**src/hdl/assert_macros.svh**
```systemverilog
// Assertion helper macros for the friction cone evaluator.
`ifndef ASSERT_MACROS_SVH
`define ASSERT_MACROS_SVH

// Condition holds at every clock edge outside reset.
`define FCCE_ASSERT_NOW(lbl, prop, msg) \
    lbl: assert property (@(posedge clk) disable iff (!rst_n) (prop)) else $error(msg);

// Antecedent implies consequent in the next cycle.
`define FCCE_ASSERT_NEXT(lbl, ante, cons, msg) \
    lbl: assert property (@(posedge clk) disable iff (!rst_n) (ante) |=> (cons)) else $error(msg);

`endif

```
**src/hdl/fcce_pkg.sv**
```systemverilog
// Shared types, constants and saturation helper for the friction cone evaluator.
`timescale 1ns / 1ps

package fcce_pkg;

    localparam int DATA_W        = 32;
    localparam int FRAC_BITS_DEF = 16;
    localparam int RAD_W_DEF     = 2 * DATA_W;
    localparam int SAT_W         = 72;
    localparam int CFG_IDX_W     = 1;

    localparam logic [CFG_IDX_W-1:0] CFG_FRICTION_COEFF  = 1'b0;
    localparam logic [CFG_IDX_W-1:0] CFG_FORCE_THRESHOLD = 1'b1;

    localparam logic [DATA_W-2:0]        MU_RESET  = 31'd32768;
    localparam logic signed [DATA_W-1:0] THR_RESET = 32'sd0;

    typedef struct packed {
        logic                     mode;
        logic signed [DATA_W-1:0] force_x;
        logic signed [DATA_W-1:0] force_y;
        logic signed [DATA_W-1:0] force_z;
        logic signed [DATA_W-1:0] normal_x;
        logic signed [DATA_W-1:0] normal_y;
        logic signed [DATA_W-1:0] normal_z;
    } fcce_in_t;

    typedef struct packed {
        logic signed [DATA_W-1:0] unilateral_value;
        logic signed [DATA_W-1:0] cone_value;
        logic signed [DATA_W-1:0] jac_unilateral_x;
        logic signed [DATA_W-1:0] jac_unilateral_y;
        logic signed [DATA_W-1:0] jac_unilateral_z;
        logic signed [DATA_W-1:0] jac_cone_x;
        logic signed [DATA_W-1:0] jac_cone_y;
        logic signed [DATA_W-1:0] jac_cone_z;
        logic                     degenerate;
    } fcce_out_t;

    // Clamp a wide signed value to the signed 32-bit range
    function automatic logic signed [DATA_W-1:0] sat32(input logic signed [SAT_W-1:0] v);
        logic hi_ones;
        logic hi_zeros;
        hi_ones  = &v[SAT_W-1:DATA_W-1];
        hi_zeros = ~|v[SAT_W-1:DATA_W-1];
        if (hi_ones || hi_zeros)
        begin
            return v[DATA_W-1:0];
        end
        else if (v[SAT_W-1])
        begin
            return {1'b1, {(DATA_W-1){1'b0}}};
        end
        else
        begin
            return {1'b0, {(DATA_W-1){1'b1}}};
        end
    endfunction

endpackage

```
**src/hdl/fcce_isqrt.sv**
```systemverilog
// Pipelined floor square root, one root bit per stage.
`timescale 1ns / 1ps

module fcce_isqrt import fcce_pkg::*; #(
    parameter int RAD_W = RAD_W_DEF
) (
    input  logic               clk,
    input  logic               en,
    input  logic [RAD_W-1:0]   rad,
    output logic [RAD_W/2-1:0] root
);

    localparam int ROOT_W = RAD_W / 2;
    localparam int REM_W  = ROOT_W + 1;

    logic [REM_W-1:0]  rem_reg  [ROOT_W];
    logic [ROOT_W-1:0] root_reg [ROOT_W];
    logic [RAD_W-1:0]  rad_reg  [ROOT_W-1];

    for (genvar k = 0; k < ROOT_W; k++)
    begin : g_stage
        logic [REM_W-1:0]  rem_in;
        logic [ROOT_W-1:0] root_in;
        logic [RAD_W-1:0]  rad_in;
        logic [REM_W+1:0]  cat;
        logic [REM_W+1:0]  trial;
        logic              ge;

        if (k == 0)
        begin : g_head
            assign rem_in  = '0;
            assign root_in = '0;
            assign rad_in  = rad;
        end
        else
        begin : g_body
            assign rem_in  = rem_reg[k-1];
            assign root_in = root_reg[k-1];
            assign rad_in  = rad_reg[k-1];
        end

        // trial subtract of 4*root + 1
        assign cat   = {rem_in, rad_in[RAD_W-1 -: 2]};
        assign trial = {1'b0, root_in, 2'b01};
        assign ge    = (cat >= trial);

        always_ff @(posedge clk)
        begin
            if (en)
            begin
                rem_reg[k]  <= ge ? REM_W'(cat - trial) : REM_W'(cat);
                root_reg[k] <= {root_in[ROOT_W-2:0], ge};
            end
        end

        if (k < ROOT_W - 1)
        begin : g_rad
            always_ff @(posedge clk)
            begin
                if (en)
                begin
                    rad_reg[k] <= {rad_in[RAD_W-3:0], 2'b00};
                end
            end
        end
    end

    assign root = root_reg[ROOT_W-1];

endmodule

```
**config.mk**
```make
export PLATFORM = sky130hd
export DESIGN_NAME = fcce_isqrt
export DESIGN_NICKNAME = d
export VERILOG_FILES = /design/src/hdl/assert_macros.svh /design/src/hdl/fcce_pkg.sv /design/src/hdl/fcce_isqrt.sv
export SDC_FILE = /design/constraint.sdc
export NUM_CORES = 2
export LEC_CHECK = 0
export BUFFER_PORTS_ARGS = -buffer_cell sky130_fd_sc_hd__buf_2
export CAP_MARGIN = 5
export CORE_MARGIN = 2
export CORE_UTILIZATION = 31
export CTS_CLUSTER_SIZE = 20
export DETAILED_ROUTE_END_ITERATION = 12
export GPL_ROUTABILITY_DRIVEN = 0
export GPL_TIMING_DRIVEN = 0
export HOLD_SLACK_MARGIN = 0.08
export SLEW_MARGIN = 20
export SYNTH_ARGS = -nofsm -noshare
export SYNTH_HDL_FRONTEND = slang
export SYNTH_SLANG_ARGS = --single-unit
export TNS_END_PERCENT = 20
```
**constraint.sdc**
```tcl
create_clock -name clk -period 10 [get_ports clk]
set_input_delay 1 -clock clk [delete_from_list [all_inputs] [get_ports clk]]
set_output_delay 1 -clock clk [all_outputs]
set_load 0.005 [all_outputs]
```
==> out/results.txt <==
CORE AREA - 0.375 mm^2
Synth top area share - 64.3%
post-synth net total - 9,669
Non-Filler Instances - 14,661
number of synthesized register bits - 2,495
Place WS - 4.96 ns
Fillers - 36,224
CTS Buf Count - 287
Slew HR - 24.6%
worst setup margin - 5.03 ns
Syn-to-layout area delta - 14.1%
CTS tree - yes
CTS sink cnt - 2,495
status - finished, violations left
Global Route Usage Sum - 11.9%
DIE AREA - 0.381 mm^2
vias in the first global route - 67,573
Pwr Density - 228 mW/mm^2
via count - 69,098
CTS Hold Buffers Added - 0
clk_skew - 0.0715 ns
die height - 617 um
ys flop type - edfxtp_1
asr flop ratio synth - 0%
cell taking the most area after synthesis - edfxtp_1
worst endpoint required time - 10.60 ns
Port Buffers - 97
yosys warns - 0
Crit path arrival time - 5.57 ns
first-pass GRT wire length - 368 mm
Setup-failing EPs final - 0
kind of start point of the critical path - register
setup bufs post-CTS - 0
gate count of the mapped netlist - 9,042
crit end category - register
starting density of the core - 31.1%
GR Overflow Total - 0
H-tree levels - 5
Max IR drop VDD - 0.152 mV
DP Wirelength - 167 mm
largest cells by area after synthesis - edfxtp_1 64%, ha_1 6.0%, xnor2_1 3.1%
post-cts sizing count - 0
row count - 225
drt pass-1 iters - 6
f_max - 201 MHz
share of layout cells above drive strength 1 - 7.23%
count leader, synth - edfxtp_1
RSZ-0062 raised after global routing - no
Lkg Pwr - 49.8 nW
failing checks - antenna rules
sequential area share after synthesis - 64.3%
Hold/Removal Path Class - in -> reg
min Tclk post-route - 4.97 ns
Clk Latency, worst-skew pair - 0.89 ns
Worst R2R Path Depth - 11
placed cell count - 14,153
WL/cell - 15.9 um
Hold Fails Final Rpt - 0
Vias/cell - 4.71
Crit Path Max Fanout - 10
DRT iter0 DRCs - 4,713
post-layout net count - 10,075
setup TNS - 0 ns
largest net degree at the start of global routing - 147
Die Width - 617 um
mean post-synth cell area - 12.9 um^2
max FFs per register - 992
Post-synth EDFFs - 2,495
Worst Max-Slew Pin Slew - 1.12 ns
Pins Over Slew Limit - 0
Antenna Violating Nets Remaining - 1
I/O Pins - 98
CTS root buffer - clkbuf_16
Clock transition at path regs - 0.06 ns
Hold Slack - 0.282 ns
final WL - 234 mm
antenna violations before repair - 3
number of remaining DRC errors - 0
Yosys cell types - 92
Max Root-Sink Buffers - 4
worst setup path class - reg -> reg
synth cell count leaders - 2,495 x edfxtp_1, 703 x inv_1, 619 x nor2_1
Worst Hold Depth - 1
Tcrit/Tclk final - 49.7%
max-cap viol count - 0
Post-Synthesis Cell Area - 0.116 mm^2
==> through the flow <==
stage          area (um^2)  power, mW  util, %
4_1_cts             133000       30.7     35.5
3_5_place_dp        124000       20.3     33.0
5_1_grt             133000       31.9     35.5
2_1_floorplan       116000       18.4        -
6_report            133000       30.3     35.5
3_3_place_gp        123000       21.0     32.9
==> logic make-up (layout without fill, tap and decap cells) <==
family | count (synthesis) | after routing | synth area share (%)
flip-flops | 2495 | 2495 | 64.3
XOR/XNOR | 786 | 786 | 5.91
adder cells (fa/ha/maj) | 561 | 561 | 6.03
buffers and inverters | 886 | 1504 | 2.87
multiplexers | 99 | 99 | 0.951
AND/OR/NAND/NOR | 2363 | 2363 | 9.98
AO/OA/AOI/OAI | 1851 | 1851 | 9.94
other | 1 | 8 | 0.00322
==> layout make-up <==
cell class	count	area, um^2	share of cell area (%)
antenna	7	17.5	0.0132
buffer	176	677	0.509
clock buffer	338	7480	5.63
clock inverter	163	1620	1.22
inverter	710	2670	2.01
multi-input combinational	5661	38300	28.8
sequential	2495	74900	56.4
tap	4994	6250	4.70
timing repair buffer	117	1030	0.773
==> power breakdown <==
part	total, mW	switching, mW	internal (mW)
combinational	6.07	3.54	2.53
sequential	14.0	0.810	13.2
clock	10.2	4.22	5.96
==> layout by cell type (no fill, tap or decap), types with 33 or more instances in the layout <==
cell type	instances
a21o_1	246
nand2b_1	112
xor2_1	370
clkinv_1	66
and2_1	38
a21oi_1	576
o21a_1	105
or2_2	38
clkbuf_16	292
o31ai_1	45
a31oi_1	51
nor2_1	619
xnor2_1	416
clkinv_2	41
ha_1	561
nor3_1	212
and3_1	39
o21ai_0	461
or3_1	89
nand3_1	133
edfxtp_1	2495
mux2_2	89
or4_1	52
a211oi_1	43
nand2_1	617
nand4_1	89
nor2b_1	77
inv_1	703
o21bai_1	45
nand3b_1	33
buf_2	102
nor4_1	115
clkbuf_1	204
==> worst paths after layout <==
path | start | endpoint | slack [ns]
worst min register to register | rad_reg[14][32] | rad_reg[15][34] | 0.38
worst min-delay path | rad[60] | rad_reg[0][60] | 0.28
worst max register to register | root_reg[10][38] | rem_reg[22][18] | 5.03
worst max-delay path | root_reg[10][38] | rem_reg[22][18] | 5.03
==> worst max-delay path: stages, from the launching register on <==
cell	delay [ns]
edfxtp_1	0.53
inv_1	0.08
ha_1	0.39
nand3_1	0.25
nor4_1	0.57
o31ai_1	0.30
o41a_1	0.47
o41ai_1	0.50
clkbuf_1	0.61
clkbuf_1	0.48
buf_2	0.39
a21oi_1	0.15
==> per-layer routing <==
layer | global-route usage [%] | vias to the layer above | routed length, um
met5 | 0 | - | 0
met3 | 1.88 | 447 | 10100
met2 | 20.8 | 1364 | 114000
li1 | - | 34387 | -
met4 | 4.37 | 0 | 8430
met1 | 14.8 | 32900 | 101000
Note: power is estimated with default switching activity, not from simulation.
